[config.mk]
export PLATFORM = sky130hd
export DESIGN_NAME = sliding_window_reorder_receiver_flat
export DESIGN_NICKNAME = d
export VERILOG_FILES = /design/src/srr_pkg.sv /design/src/srr_in_if.sv /design/src/srr_out_if.sv /design/src/srr_front.sv /design/src/srr_queue.sv /design/src/srr_back.sv /design/src/sliding_window_reorder_receiver.sv /design/src/flat_wrapper.sv
export SDC_FILE = /design/constraint.sdc
export NUM_CORES = 1
export LEC_CHECK = 0
export ABC_AREA = 1
export BUFFER_PORTS_ARGS = -buffer_cell sky130_fd_sc_hd__buf_2
export CAP_MARGIN = 30
export CORE_MARGIN = 2
export CORE_UTILIZATION = 63
export CTS_CLUSTER_DIAMETER = 200
export DETAILED_ROUTE_END_ITERATION = 8
export GPL_TIMING_DRIVEN = 0
export PLACE_DENSITY = 0.85
export SLEW_MARGIN = 20
export SYNTH_ARGS = -nofsm -noshare
export SYNTH_HDL_FRONTEND = slang
export SYNTH_HIERARCHICAL = 1
export SYNTH_SLANG_ARGS = --single-unit
[constraint.sdc]
create_clock -name clk_i -period 3.85 [get_ports clk_i]
set_input_delay 0.1925 -clock clk_i [delete_from_list [all_inputs] [get_ports clk_i]]
set_output_delay 0.1925 -clock clk_i [all_outputs]
set_load 0.03 [all_outputs]
[src/srr_pkg.sv]
// Shared widths, defaults and codes of the reorder receiver.
package srr_pkg;

  localparam int SEQ_W       = 16;
  localparam int LEN_W       = 10;
  localparam int EXP_W       = 17;
  localparam int SLOT_OUT_W  = 4;
  localparam int BYTES_W     = 17;

  localparam int WINDOW_DEF      = 8;
  localparam int BLOCK_BYTES_DEF = 512;
  localparam int QUEUE_DEPTH     = 2;

  // Reciprocal multiply for the slot number; exact for 16-bit blocks and up to 63 slots
  // after one correction step.
  localparam int RECIP_SHIFT = SEQ_W + 6;

  localparam logic [EXP_W-1:0] START_BLOCK_RST = EXP_W'(1);

  localparam logic KIND_BLOCK = 1'b0;
  localparam logic KIND_ACK   = 1'b1;

  typedef enum logic [1:0] {
    ST_IDLE,
    ST_WALK,
    ST_ACK
  } back_state_e;

endpackage

[src/srr_in_if.sv]
// Packet descriptor channel.
interface srr_in_if;
  logic                        valid;
  logic                        ready;
  logic [srr_pkg::SEQ_W-1:0]   seq_number;
  logic [srr_pkg::LEN_W-1:0]   payload_length;

  modport source (output valid, output seq_number, output payload_length, input ready);
  modport sink   (input valid, input seq_number, input payload_length, output ready);
endinterface

[src/srr_out_if.sv]
// Result channel: released blocks and acks.
interface srr_out_if;
  logic                             valid;
  logic                             ready;
  logic                             result_kind;
  logic [srr_pkg::SEQ_W-1:0]        block_id;
  logic [srr_pkg::LEN_W-1:0]        block_length;
  logic [srr_pkg::SLOT_OUT_W-1:0]   buffer_slot;
  logic                             transfer_done;
  logic                             last_result;

  modport source (output valid, output result_kind, output block_id, output block_length,
                  output buffer_slot, output transfer_done, output last_result, input ready);
  modport sink   (input valid, input result_kind, input block_id, input block_length,
                  input buffer_slot, input transfer_done, input last_result, output ready);
endinterface

[src/srr_front.sv]
// Front stage: takes packet words, works out the slot number and the short-payload flag.
module srr_front #(
  parameter int WINDOW      = srr_pkg::WINDOW_DEF,
  parameter int BLOCK_BYTES = srr_pkg::BLOCK_BYTES_DEF
) (
  input  logic clk_i,
  input  logic rst_ni,
  srr_in_if.sink pkt_i,
  output logic push_o,
  output logic [srr_pkg::SEQ_W+srr_pkg::LEN_W+$clog2(WINDOW+1):0] push_data_o,
  input  logic push_ready_i
);

  localparam int SlotW    = $clog2(WINDOW + 1);
  localparam int NumSlots = WINDOW + 1;
  localparam int Shift    = srr_pkg::RECIP_SHIFT;
  localparam int ProdW    = srr_pkg::SEQ_W + Shift;
  localparam int QnW      = srr_pkg::SEQ_W + 6;
  localparam logic [Shift-1:0] RecipMul = Shift'((64'd1 << Shift) / NumSlots);
  localparam logic [srr_pkg::BYTES_W-1:0] BlockBytesV = srr_pkg::BYTES_W'(BLOCK_BYTES);
  localparam logic [SlotW:0] NumSlotsV = (SlotW + 1)'(NumSlots);

  logic                        sv_q, sv_d;
  logic [srr_pkg::SEQ_W-1:0]   seq_q;
  logic [srr_pkg::LEN_W-1:0]   len_q;
  logic [ProdW-1:0]            prod_q;
  logic                        accept;
  logic [srr_pkg::SEQ_W-1:0]   quot;
  logic [QnW-1:0]              qn;
  logic [QnW-1:0]              rem;
  logic [SlotW:0]              rem_lo;
  logic [SlotW:0]              slot_full;
  logic [SlotW-1:0]            slot;
  logic                        short_len;

  assign pkt_i.ready = !sv_q || push_ready_i;
  assign accept      = pkt_i.valid && pkt_i.ready;

  always_comb begin
    sv_d = sv_q;
    if (accept) begin
      sv_d = 1'b1;
    end else if (push_ready_i) begin
      sv_d = 1'b0;
    end
  end

  always_ff @(posedge clk_i or negedge rst_ni) begin
    if (!rst_ni) begin
      sv_q <= 1'b0;
    end else begin
      sv_q <= sv_d;
    end
  end

  always_ff @(posedge clk_i) begin
    if (accept) begin
      seq_q  <= pkt_i.seq_number;
      len_q  <= pkt_i.payload_length;
      prod_q <= ProdW'(pkt_i.seq_number) * ProdW'(RecipMul);
    end
  end

  // quotient may come out one low; one subtract fixes the remainder
  assign quot      = prod_q[ProdW-1:Shift];
  assign qn        = QnW'(quot) * QnW'(NumSlots);
  assign rem       = QnW'(seq_q) - qn;
  assign rem_lo    = rem[SlotW:0];
  assign slot_full = (rem_lo >= NumSlotsV) ? rem_lo - NumSlotsV : rem_lo;
  assign slot      = slot_full[SlotW-1:0];
  assign short_len = {{(srr_pkg::BYTES_W - srr_pkg::LEN_W){1'b0}}, len_q} < BlockBytesV;

  assign push_o      = sv_q;
  assign push_data_o = {seq_q, len_q, slot, short_len};

endmodule

[src/srr_queue.sv]
// Small FIFO between the front stage and the release sequencer.
module srr_queue #(
  parameter int WIDTH = 1,
  parameter int DEPTH = srr_pkg::QUEUE_DEPTH
) (
  input  logic             clk_i,
  input  logic             rst_ni,
  input  logic             push_i,
  input  logic [WIDTH-1:0] push_data_i,
  output logic             push_ready_o,
  output logic             pop_valid_o,
  output logic [WIDTH-1:0] pop_data_o,
  input  logic             pop_i
);

  localparam int AW = (DEPTH > 1) ? $clog2(DEPTH) : 1;
  localparam int CW = $clog2(DEPTH + 1);
  localparam logic [AW-1:0] LastPtr = AW'(DEPTH - 1);
  localparam logic [CW-1:0] FullCnt = CW'(DEPTH);

  logic [WIDTH-1:0] mem_q [DEPTH];
  logic [AW-1:0]    wr_q, wr_d, rd_q, rd_d;
  logic [CW-1:0]    cnt_q, cnt_d;
  logic             do_push, do_pop;

  assign push_ready_o = cnt_q != FullCnt;
  assign pop_valid_o  = cnt_q != '0;
  assign pop_data_o   = mem_q[rd_q];
  assign do_push      = push_i && push_ready_o;
  assign do_pop       = pop_i && pop_valid_o;

  always_comb begin
    wr_d  = wr_q;
    rd_d  = rd_q;
    cnt_d = cnt_q;
    if (do_push) begin
      wr_d = (wr_q == LastPtr) ? '0 : wr_q + AW'(1);
    end
    if (do_pop) begin
      rd_d = (rd_q == LastPtr) ? '0 : rd_q + AW'(1);
    end
    if (do_push && !do_pop) begin
      cnt_d = cnt_q + CW'(1);
    end else if (!do_push && do_pop) begin
      cnt_d = cnt_q - CW'(1);
    end
  end

  always_ff @(posedge clk_i or negedge rst_ni) begin
    if (!rst_ni) begin
      wr_q  <= '0;
      rd_q  <= '0;
      cnt_q <= '0;
    end else begin
      wr_q  <= wr_d;
      rd_q  <= rd_d;
      cnt_q <= cnt_d;
    end
  end

  always_ff @(posedge clk_i) begin
    if (do_push) begin
      mem_q[wr_q] <= push_data_i;
    end
  end

endmodule

[src/srr_back.sv]
// Release sequencer: window test, slot store, in-order release walk and ack.
module srr_back #(
  parameter int WINDOW = srr_pkg::WINDOW_DEF
) (
  input  logic clk_i,
  input  logic rst_ni,
  input  logic                      cfg_we_i,
  input  logic [srr_pkg::SEQ_W-1:0] cfg_wdata_i,
  input  logic q_valid_i,
  input  logic [srr_pkg::SEQ_W+srr_pkg::LEN_W+$clog2(WINDOW+1):0] q_data_i,
  output logic q_pop_o,
  srr_out_if.source res_o
);

  localparam int SlotW    = $clog2(WINDOW + 1);
  localparam int NumSlots = WINDOW + 1;
  localparam int CntW     = $clog2(WINDOW + 2);
  localparam int EntW     = srr_pkg::SEQ_W + srr_pkg::LEN_W + SlotW + 1;
  localparam int SEQ_W    = srr_pkg::SEQ_W;
  localparam int LEN_W    = srr_pkg::LEN_W;
  localparam int EXP_W    = srr_pkg::EXP_W;
  localparam logic [SlotW-1:0] LastSlot = SlotW'(WINDOW);
  localparam logic [CntW-1:0]  WinCnt   = CntW'(WINDOW);

  srr_pkg::back_state_e state_q, state_d;

  logic [EXP_W-1:0]  exp_q, exp_d;
  logic [EXP_W-1:0]  cur_q, cur_d;
  logic [SlotW-1:0]  cur_slot_q, cur_slot_d;
  logic [CntW-1:0]   cnt_q, cnt_d;
  logic              short_q, short_d;
  logic [NumSlots-1:0] valid_q;
  logic [LEN_W-1:0]  len_mem [NumSlots];

  logic [SEQ_W-1:0]  q_seq;
  logic [LEN_W-1:0]  q_len;
  logic [SlotW-1:0]  q_slot;
  logic              q_short;

  logic [EXP_W:0]    seq_x, exp_x, win_hi;
  logic              in_win, is_exp, walk_more, out_free;
  logic              set_en, clr_en, clr_all;

  logic              load;
  logic              ld_kind, ld_done;
  logic [SEQ_W-1:0]  ld_id;
  logic [LEN_W-1:0]  ld_len;
  logic [SlotW-1:0]  ld_slot;
  logic [SlotW+3:0]  ld_slot_x;

  logic              ov_q, ov_d;
  logic              o_kind_q, o_done_q;
  logic [SEQ_W-1:0]  o_id_q;
  logic [LEN_W-1:0]  o_len_q;
  logic [srr_pkg::SLOT_OUT_W-1:0] o_slot_q;

  function automatic logic [SlotW-1:0] slot_inc(input logic [SlotW-1:0] s);
    return (s == LastSlot) ? '0 : s + SlotW'(1);
  endfunction

  assign q_seq   = q_data_i[EntW-1 -: SEQ_W];
  assign q_len   = q_data_i[EntW-SEQ_W-1 -: LEN_W];
  assign q_slot  = q_data_i[SlotW:1];
  assign q_short = q_data_i[0];

  // window compare on the full expected number, no wrap
  assign seq_x     = {{(EXP_W + 1 - SEQ_W){1'b0}}, q_seq};
  assign exp_x     = {1'b0, exp_q};
  assign win_hi    = exp_x + (EXP_W + 1)'(WINDOW);
  assign in_win    = (seq_x >= exp_x) && (seq_x <= win_hi);
  assign is_exp    = seq_x == exp_x;
  assign walk_more = (cnt_q <= WinCnt) && valid_q[cur_slot_q];
  assign out_free  = !ov_q || res_o.ready;

  always_comb begin
    state_d    = state_q;
    exp_d      = exp_q;
    cur_d      = cur_q;
    cur_slot_d = cur_slot_q;
    cnt_d      = cnt_q;
    short_d    = short_q;
    q_pop_o    = 1'b0;
    set_en     = 1'b0;
    clr_en     = 1'b0;
    clr_all    = 1'b0;
    load       = 1'b0;
    ld_kind    = srr_pkg::KIND_ACK;
    ld_id      = exp_q[SEQ_W-1:0];
    ld_len     = '0;
    ld_slot    = '0;
    ld_done    = 1'b0;
    case (state_q)
      srr_pkg::ST_IDLE: begin
        if (q_valid_i && out_free) begin
          q_pop_o = 1'b1;
          load    = 1'b1;
          if (in_win && is_exp) begin
            ld_kind    = srr_pkg::KIND_BLOCK;
            ld_id      = q_seq;
            ld_len     = q_len;
            ld_slot    = q_slot;
            cur_d      = exp_q + EXP_W'(1);
            cur_slot_d = slot_inc(q_slot);
            cnt_d      = CntW'(1);
            short_d    = q_short;
            state_d    = srr_pkg::ST_WALK;
          end else begin
            // early block is kept once; repeats and outsiders only get the ack
            set_en = in_win && !valid_q[q_slot];
          end
        end
      end
      srr_pkg::ST_WALK: begin
        if (walk_more) begin
          if (out_free) begin
            load       = 1'b1;
            ld_kind    = srr_pkg::KIND_BLOCK;
            ld_id      = cur_q[SEQ_W-1:0];
            ld_len     = len_mem[cur_slot_q];
            ld_slot    = cur_slot_q;
            clr_en     = 1'b1;
            cur_d      = cur_q + EXP_W'(1);
            cur_slot_d = slot_inc(cur_slot_q);
            cnt_d      = cnt_q + CntW'(1);
          end
        end else begin
          exp_d   = cur_q;
          clr_all = short_q;
          state_d = srr_pkg::ST_ACK;
        end
      end
      srr_pkg::ST_ACK: begin
        if (out_free) begin
          load    = 1'b1;
          ld_done = short_q;
          state_d = srr_pkg::ST_IDLE;
        end
      end
      default: begin
        state_d = srr_pkg::ST_IDLE;
      end
    endcase
  end

  assign ld_slot_x = {4'b0000, ld_slot};

  always_comb begin
    ov_d = ov_q;
    if (load) begin
      ov_d = 1'b1;
    end else if (res_o.ready) begin
      ov_d = 1'b0;
    end
  end

  always_ff @(posedge clk_i or negedge rst_ni) begin
    if (!rst_ni) begin
      state_q    <= srr_pkg::ST_IDLE;
      exp_q      <= srr_pkg::START_BLOCK_RST;
      cur_q      <= '0;
      cur_slot_q <= '0;
      cnt_q      <= '0;
      short_q    <= 1'b0;
      valid_q    <= '0;
      ov_q       <= 1'b0;
    end else begin
      state_q    <= state_d;
      cur_q      <= cur_d;
      cur_slot_q <= cur_slot_d;
      cnt_q      <= cnt_d;
      short_q    <= short_d;
      ov_q       <= ov_d;
      if (cfg_we_i) begin
        exp_q   <= {1'b0, cfg_wdata_i};
        valid_q <= '0;
      end else begin
        exp_q <= exp_d;
        if (clr_all) begin
          valid_q <= '0;
        end else begin
          if (set_en) begin
            valid_q[q_slot] <= 1'b1;
          end
          if (clr_en) begin
            valid_q[cur_slot_q] <= 1'b0;
          end
        end
      end
    end
  end

  always_ff @(posedge clk_i) begin
    if (set_en) begin
      len_mem[q_slot] <= q_len;
    end
  end

  always_ff @(posedge clk_i) begin
    if (load) begin
      o_kind_q <= ld_kind;
      o_id_q   <= ld_id;
      o_len_q  <= ld_len;
      o_slot_q <= ld_slot_x[3:0];
      o_done_q <= ld_done;
    end
  end

  assign res_o.valid         = ov_q;
  assign res_o.result_kind   = o_kind_q;
  assign res_o.block_id      = o_id_q;
  assign res_o.block_length  = o_len_q;
  assign res_o.buffer_slot   = o_slot_q;
  assign res_o.transfer_done = o_done_q;
  assign res_o.last_result   = o_kind_q;

endmodule

[src/sliding_window_reorder_receiver.sv]
// Top level of the selective-repeat receive window.
// Takes one packet descriptor (block number, payload length) per word and returns the blocks
// that become deliverable in order, each with its length and slot, closed by an ack that
// carries the next expected block. A block ahead of the expected one but within WINDOW is held
// once; others are dropped. An in-order packet with a payload under BLOCK_BYTES ends the
// transfer and empties the store. A descriptor is registered in the front stage (slot number by
// reciprocal multiply), then the back sequencer drives one result word per cycle, unless the output
// stalls, through its single output register: a packet that is not the expected block gives one ack,
// an in-order packet that frees k held blocks goes through release, k releases, walk end check and
// ack. A two-word queue lets the front keep taking descriptors during a walk. A write of start_block
// takes effect at the next edge and empties the store; reset loads block 1.
module sliding_window_reorder_receiver #(
  parameter int WINDOW      = srr_pkg::WINDOW_DEF,
  parameter int BLOCK_BYTES = srr_pkg::BLOCK_BYTES_DEF
) (
  input  logic clk_i,
  input  logic rst_ni,
  input  logic                      cfg_we_i,
  input  logic [srr_pkg::SEQ_W-1:0] cfg_wdata_i,
  srr_in_if.sink    pkt_i,
  srr_out_if.source res_o
);

  localparam int EntW = srr_pkg::SEQ_W + srr_pkg::LEN_W + $clog2(WINDOW + 1) + 1;

  logic            push, push_ready, q_valid, q_pop;
  logic [EntW-1:0] push_data, q_data;

  srr_front #(
    .WINDOW      (WINDOW),
    .BLOCK_BYTES (BLOCK_BYTES)
  ) u_front (
    .clk_i        (clk_i),
    .rst_ni       (rst_ni),
    .pkt_i        (pkt_i),
    .push_o       (push),
    .push_data_o  (push_data),
    .push_ready_i (push_ready)
  );

  srr_queue #(
    .WIDTH (EntW),
    .DEPTH (srr_pkg::QUEUE_DEPTH)
  ) u_queue (
    .clk_i        (clk_i),
    .rst_ni       (rst_ni),
    .push_i       (push),
    .push_data_i  (push_data),
    .push_ready_o (push_ready),
    .pop_valid_o  (q_valid),
    .pop_data_o   (q_data),
    .pop_i        (q_pop)
  );

  srr_back #(
    .WINDOW (WINDOW)
  ) u_back (
    .clk_i       (clk_i),
    .rst_ni      (rst_ni),
    .cfg_we_i    (cfg_we_i),
    .cfg_wdata_i (cfg_wdata_i),
    .q_valid_i   (q_valid),
    .q_data_i    (q_data),
    .q_pop_o     (q_pop),
    .res_o       (res_o)
  );

endmodule

[src/flat_wrapper.sv]
// flat-port wrapper written by rule: the top's interface ports become plain ports
module sliding_window_reorder_receiver_flat 
#(
  parameter int WINDOW      = srr_pkg::WINDOW_DEF,
  parameter int BLOCK_BYTES = srr_pkg::BLOCK_BYTES_DEF
)
  (clk_i, rst_ni, cfg_we_i, cfg_wdata_i, pkt_i_valid, pkt_i_seq_number, pkt_i_payload_length, pkt_i_ready, res_o_valid, res_o_result_kind, res_o_block_id, res_o_block_length, res_o_buffer_slot, res_o_transfer_done, res_o_last_result, res_o_ready);
  srr_in_if pkt_i_i ();
  srr_out_if res_o_i ();
  input  logic clk_i;
  input  logic rst_ni;
  input  logic cfg_we_i;
  input  logic [srr_pkg::SEQ_W-1:0] cfg_wdata_i;
  input wire logic [$bits(pkt_i_i.valid)-1:0] pkt_i_valid;
  input wire logic [$bits(pkt_i_i.seq_number)-1:0] pkt_i_seq_number;
  input wire logic [$bits(pkt_i_i.payload_length)-1:0] pkt_i_payload_length;
  output wire logic [$bits(pkt_i_i.ready)-1:0] pkt_i_ready;
  output wire logic [$bits(res_o_i.valid)-1:0] res_o_valid;
  output wire logic [$bits(res_o_i.result_kind)-1:0] res_o_result_kind;
  output wire logic [$bits(res_o_i.block_id)-1:0] res_o_block_id;
  output wire logic [$bits(res_o_i.block_length)-1:0] res_o_block_length;
  output wire logic [$bits(res_o_i.buffer_slot)-1:0] res_o_buffer_slot;
  output wire logic [$bits(res_o_i.transfer_done)-1:0] res_o_transfer_done;
  output wire logic [$bits(res_o_i.last_result)-1:0] res_o_last_result;
  input wire logic [$bits(res_o_i.ready)-1:0] res_o_ready;
  assign pkt_i_i.valid = pkt_i_valid;
  assign pkt_i_i.seq_number = pkt_i_seq_number;
  assign pkt_i_i.payload_length = pkt_i_payload_length;
  assign pkt_i_ready = pkt_i_i.ready;
  assign res_o_valid = res_o_i.valid;
  assign res_o_result_kind = res_o_i.result_kind;
  assign res_o_block_id = res_o_i.block_id;
  assign res_o_block_length = res_o_i.block_length;
  assign res_o_buffer_slot = res_o_i.buffer_slot;
  assign res_o_transfer_done = res_o_i.transfer_done;
  assign res_o_last_result = res_o_i.last_result;
  assign res_o_i.ready = res_o_ready;
  sliding_window_reorder_receiver #(.WINDOW(WINDOW), .BLOCK_BYTES(BLOCK_BYTES)) u_core (.clk_i(clk_i), .rst_ni(rst_ni), .cfg_we_i(cfg_we_i), .cfg_wdata_i(cfg_wdata_i), .pkt_i(pkt_i_i), .res_o(res_o_i));
endmodule
### After elaboration in Yosys (flattened, before gate mapping)

Memory sizes are Yosys's and may differ from the RTL's.
Cells that the tools add are included.

| storage, ports and cells | value |
|---|---|
| register bits after elaboration | 153 |
| RAM bits | 152 |
| memories kept | 2 |
| word-level logic and storage cells | 175 |
| output and inout port bits | 35 |

| cells by class | value |
|---|---|
| equal/unequal tests | 13 |
| order comparisons | 9 |
| add/subtract/negate cells | 12 |
| bitwise logic cells | 3 |
| multipliers | 2 |
| multiplexer cells | 83 |
| reductions and logical operators | 31 |

Memory list:

| name | depth | width | rd ports | clocked after Yosys merged registers in | wr ports | line | source |
|---|---|---|---|---|---|---|---|
| u_core.u_back.len_mem | 9 | 10 | 1 | 0 | 1 | srr_back.sv:33 | `logic [LEN_W-1:0] len_mem [NumSlots];` |
| u_core.u_queue.mem_q | 2 | 31 | 1 | 0 | 1 | srr_queue.sv:21 | `logic [WIDTH-1:0] mem_q [DEPTH];` |

Operator list:

| operator | count |
|---|---|
| 17-bit 2-to-1 mux | 7 |
| 16-bit 2-to-1 mux | 4 |
| 4-bit 2-to-1 mux | 15 |
| 9-bit 2-to-1 mux | 6 |
| 10-bit 2-to-1 mux | 4 |
| 16-bit by 19-bit multiplier with 35-bit output (second input constant) | 1 |
| 17-bit by 1-bit adder with 17-bit output (second input constant) | 2 |
| 17-bit case mux with 2 select lines | 1 |
| 16-bit case mux with 2 select lines | 1 |
| 1-bit 2-to-1 mux | 28 |
| 4-bit case mux with 2 select lines | 3 |
| 10-bit case mux with 2 select lines | 1 |
| 17-bit by 4-bit adder with 18-bit output (second input constant) | 1 |
| 16-bit by 18-bit <= comparator with 1-bit output | 1 |
| 16-bit by 17-bit == test with 1-bit output | 1 |
| 16-bit by 17-bit >= comparator with 1-bit output | 1 |
| 2-bit != test (second input constant) | 8 |
| 13-bit by 4-bit multiplier with 5-bit output (second input constant) | 1 |
| 4-bit by 1-bit adder with 4-bit output (second input constant) | 3 |
| 1-bit logical AND | 12 |
| 2-bit 2-to-1 mux | 6 |
| 2-bit nonzero test | 6 |
| 10-bit < comparator (second input constant) | 1 |
| 4-bit by 5-bit < comparator with 1-bit output (second input constant) | 2 |
| 26 further kinds | 37 |

### Longest topological paths before layout

An unclocked memory read counts as a cell.

| logic depth | value |
|---|---|
| depth in word-level cells | 15 |
| gate-level depth with buffers | 25 |

### Modules after synthesis

The synthesis kept the hierarchy.

By module, submodules not included:

| module | cells each | area each (µm²) | times used |
|---|---|---|---|
| srr_back | 980 | 9203.8 | 1 |
| srr_front | 558 | 5162.5 | 1 |
| srr_queue | 191 | 2571.2 | 1 |

### Worst setup path before layout

OpenSTA, ideal clock, no wires.

| path | value |
|---|---|
| path type | input to register |
| from | input port pkt_i_seq_number[7] |
| to | register u_core.u_front.prod_q[26], data pin |
| data arrival time | 4.275 ns |
| stages on the path | 19 |
| setup time | 0.254 ns |
| setup slack | -0.679 ns |
| buffers on the path | 0 |
| data required time | 3.596 ns |
| path through | inv_1 > fa_1 > inv_1 > ha_1 > inv_1 > fa_1 > inv_1 > fa_1 > fa_1 > inv_1 > fa_1 > inv_1 > ha_1 > a21oi_1 > o21ai_0 > a21oi_1 > nand3_1 > nand2_1 > nand2_1 |

| between the ends | value |
|---|---|
| cells in the longest elaborated chain, start to end | 1 |

RTL lines:

| what | line | source |
|---|---|---|
| start: declaration | flat_wrapper.sv:15 | `input wire logic [$bits(pkt_i_i.seq_number)-1:0] pkt_i_seq_number;` |
| 16-bit by 19-bit multiplier with 35-bit output | srr_front.sv:60 | `prod_q <= ProdW'(pkt_i.seq_number) * ProdW'(RecipMul);` |
| end signal: assignment | srr_front.sv:60 |  |
| end: declaration | srr_front.sv:26 | `logic [ProdW-1:0] prod_q;` |

No other way between the ends.
A chain may end at the register's enable or synchronous reset.

### Worst setup path after layout

| path | value |
|---|---|
| from | input port pkt_i_seq_number[9] |
| to | register u_core.u_front.prod_q[23], data pin |

The elaborated chain is that of the path after synthesis.

==> out/qor.txt <==
clock power share: 0.155
Main synth FF type: edfxtp_1
ranking of synthesized cells by area: edfxtp_1 38%, ha_1 10%, dfrtp_1 8.7%, nand2_1 8.3%, fa_1 8.2%
Buf/Inv on CP: 8
synthesized area per cell: 9.796 um^2
Yosys cell types: 51
clock tree root driver cell: clkbuf_16
switch share: 0.4483
leakage: 8.995 nW
final hold vios: 0
setup violators final: 5
multi-input logic area: 0.008095 mm^2
leading cell type by number of instances after synthesis: nand2_1
global-route wire length before repair: 67320 um
area grow syn2layout: 17.38%
die area: 0.02821 mm^2
register area: 0.007961 mm^2
highest clock rate: 0.2347 GHz
Synth Net Count: 1987
family with the most delay on the worst path: adder cells
CTS Buf Count: 26
peak supply drop: 1.176 mV
crit path launch: pkt_i_seq_number[9]
row cnt: 60
CTS Buffer Depth: 3
crit path capture type: flop
layout cells sized above 1: 0.1588
routed length per placed instance: 19.38 um
core outline area: 0.02665 mm^2
Slew Limit Fails: 0
Clk pin slew, worst setup/hold paths: 60 ps
Initial Util: 0.6355
clock sinks: 275
CTS tree: done
status: finished, violations left
DR DRC count: 0
Fillers: 1674
initial antenna violation count: 0
Worst setup SP type: input port
post-synth top area share: 0.3812
clock latency on the worst-skew pair: 550 ps
internal power: 9.296 mW
P_sw: 7.553 mW
Pre-Repair DR Iteration Count: 6
Critical-path top delay cell: fa_1
number of max-cap violations: 0
Synth top cells by count: 375 x nand2_1, 253 x inv_1, 215 x edfxtp_1, 142 x ha_1, 135 x nor2_1
Final Worst Setup Slack: -410.2 ps
initial DRC count: 1443
I/O Buffers: 81
gp weighted congestion: 0.9749
top cell type by total area after synthesis: edfxtp_1
overall routed net length: 43850 um
kind of critical path: input port to flop
vias: 13210
io pins: 82
PnR Total Power: 16.85 mW
ANT nets after route: 0
Reg power frac: 0.258
Yosys Warn Count: 6
Die Height: 168.0 um
sequential fraction of the synthesis area: 0.4699
width of the die: 168.0 um
worst path required time: 4140 ps
Worst Skew: 11.23 ps
worst hold path class: input port to flop
hold wc startpoint: pkt_i_seq_number[0]
Logic pwr share: 0.587
pin count of the biggest net entering global routing: 61
Slowest Stage Delay on Critical Path: 560 ps
hpwl dp: 30790 um
# nets final: 2159
number of vias per cell: 5.840
grt ovf: 0
global-route usage over all layers: 0.3053
Syn Inst Count: 1729
failing checks: negative setup slack
ANT cells: 0
Post-Syn Area: 0.01694 mm^2
register bit count reported by yosys: 275
EDFF count, synth: 215
R2R Path Start: u_core/u_back/exp_q[4]
Slew Limit Headroom: 0.4447
asr flop ratio synth: 0.2182
Cell Pwr Density: 847.4 mW/mm^2
crit path DAT: 4550 ps
Critical Path, Cell by Cell: buf_12 -> inv_8 -> fa_1 -> inv_2 -> ha_4 -> inv_2 -> fa_1 -> inv_2 -> fa_1 -> fa_1 -> inv_2 -> fa_1 -> inv_2 -> ha_4 -> nand2_4 -> inv_4 -> nand2_4 -> nor3_4 -> nand4_1 -> nand4_1 -> nand2_1
Worst Path Max Fanout: 3
vias in the first global route: 13180
Tmin final: 4260 ps
total negative slack: -1698 ps
Worst-Margin Slew: 833.0 ps
H-tree lvl count: 1
period utilization: 1.107
RSZ-0062 raised after global routing: yes
state kept, by name, summed over array words and instances, names as in the netlist, 5 cells and up:
register                          count
u_core/u_front/seq_q                 16
u_core/u_back/res_o.block_id         16
u_core/u_queue/mem_q                 62
u_core/u_back/len_mem                90
u_core/u_front/len_q                 10
u_core/u_back/valid_q                 9
u_core/u_front/prod_q                 5
u_core/u_back/exp_q                  17
u_core/u_back/cur_q                  17
u_core/u_back/res_o.block_length     10
power groups by stage:
stage               combinational [mW]  sequential, mW  clock [mW]
floorplan                         5.45            4.64           0
global placement                  7.37            4.41           0
detailed placement                7.79            4.40           0
CTS                               8.88            4.35        2.62
global route                      10.7            4.40        2.74
finish                            9.89            4.35        2.61
cells by family (layout without fill, tap and decap cells):
kind of cell,count (synthesis),count (layout),share of synthesized area
xor+xnor,48,48,0.02571
compound gates,222,222,0.07358
fa+ha+maj,211,211,0.1865
flops,275,275,0.4699
mux,1,1,0.0005910
buf+inv,315,507,0.07889
simple gates,657,657,0.1649
repair_timing:
item                                    4_1_cts  5_1_grt
gates resized for setup                      73       41
hold buffers                                 42        0
endpoints found under the setup margin        5       85
gates cloned                                  0        0
setup buffers                                 8        1
pin swaps                                    46       23
hold endpoints to repair                    100        0
layer usage:
layer | part of all wire | global-route usage
met1 | 0.38 | 0.3733
met2 | 0.50 | 0.5438
met3 | 0.079 | 0.04937
met4 | 0.044 | 0.1214
met5 | 0 | 0
final cells by class:
| cell class | instances | share of cell area |
|---|---|---|
| multi-input cells | 1139 | 0.4072 |
| well taps | 341 | 0.02146 |
| repair buffers | 144 | 0.05859 |
| flip-flops and latches | 275 | 0.4004 |
| plain buffers | 53 | 0.01737 |
| clock inverters | 5 | 0.003965 |
| inverters | 262 | 0.05047 |
| clock buffers | 43 | 0.04053 |
path summary, 6_finish.rpt:
path,cells past startpoint,end,slack (ps)
max in group asynchronous,2,u_core/u_back/exp_q[3],2960
worst min register to register,0,u_core/u_queue/mem_q[0][26],450
worst max-delay path,21,u_core/u_front/prod_q[23],-410
min in group asynchronous,2,u_core/u_back/valid_q[6],290
worst max register to register,15,u_core/u_back/len_mem[3][6],280
worst min-delay path,1,u_core/u_front/seq_q[0],30
metrics by stage:
stage | hold slack (ps) | area (um^2) | util | worst slack, ps | cells
2_1_floorplan | -103.1 | 17020 | - | -454.9 | 1729
3_5_place_dp | 336.6 | 18060 | 0.6777 | -1036 | 2163
6_report | 31.48 | 19880 | 0.7460 | -410.2 | 2262
3_3_place_gp | 369.2 | 17850 | 0.6697 | -967.9 | 2151
4_1_cts | 22.93 | 19720 | 0.7400 | -184.2 | 2261
5_1_grt | 27.48 | 19880 | 0.7460 | -524.8 | 2262
cells in the final DEF (no fill, tap or decap), types with 23 or more instances in the layout:
master and n:
nand2_1 367, inv_1 232, edfxtp_1 215, ha_1 128, nor2_1 117, o21ai_0 89
buf_2 80, fa_1 64, nand3_1 59, dfrtp_1 57, dlygate4sd3_1 42, a21oi_1 42
xor2_1 35, nand4_1 34, clkbuf_16 27, clkbuf_1 26, buf_4 25, inv_2 24
o22ai_1 23
Power figures use the tool's default switching activity.
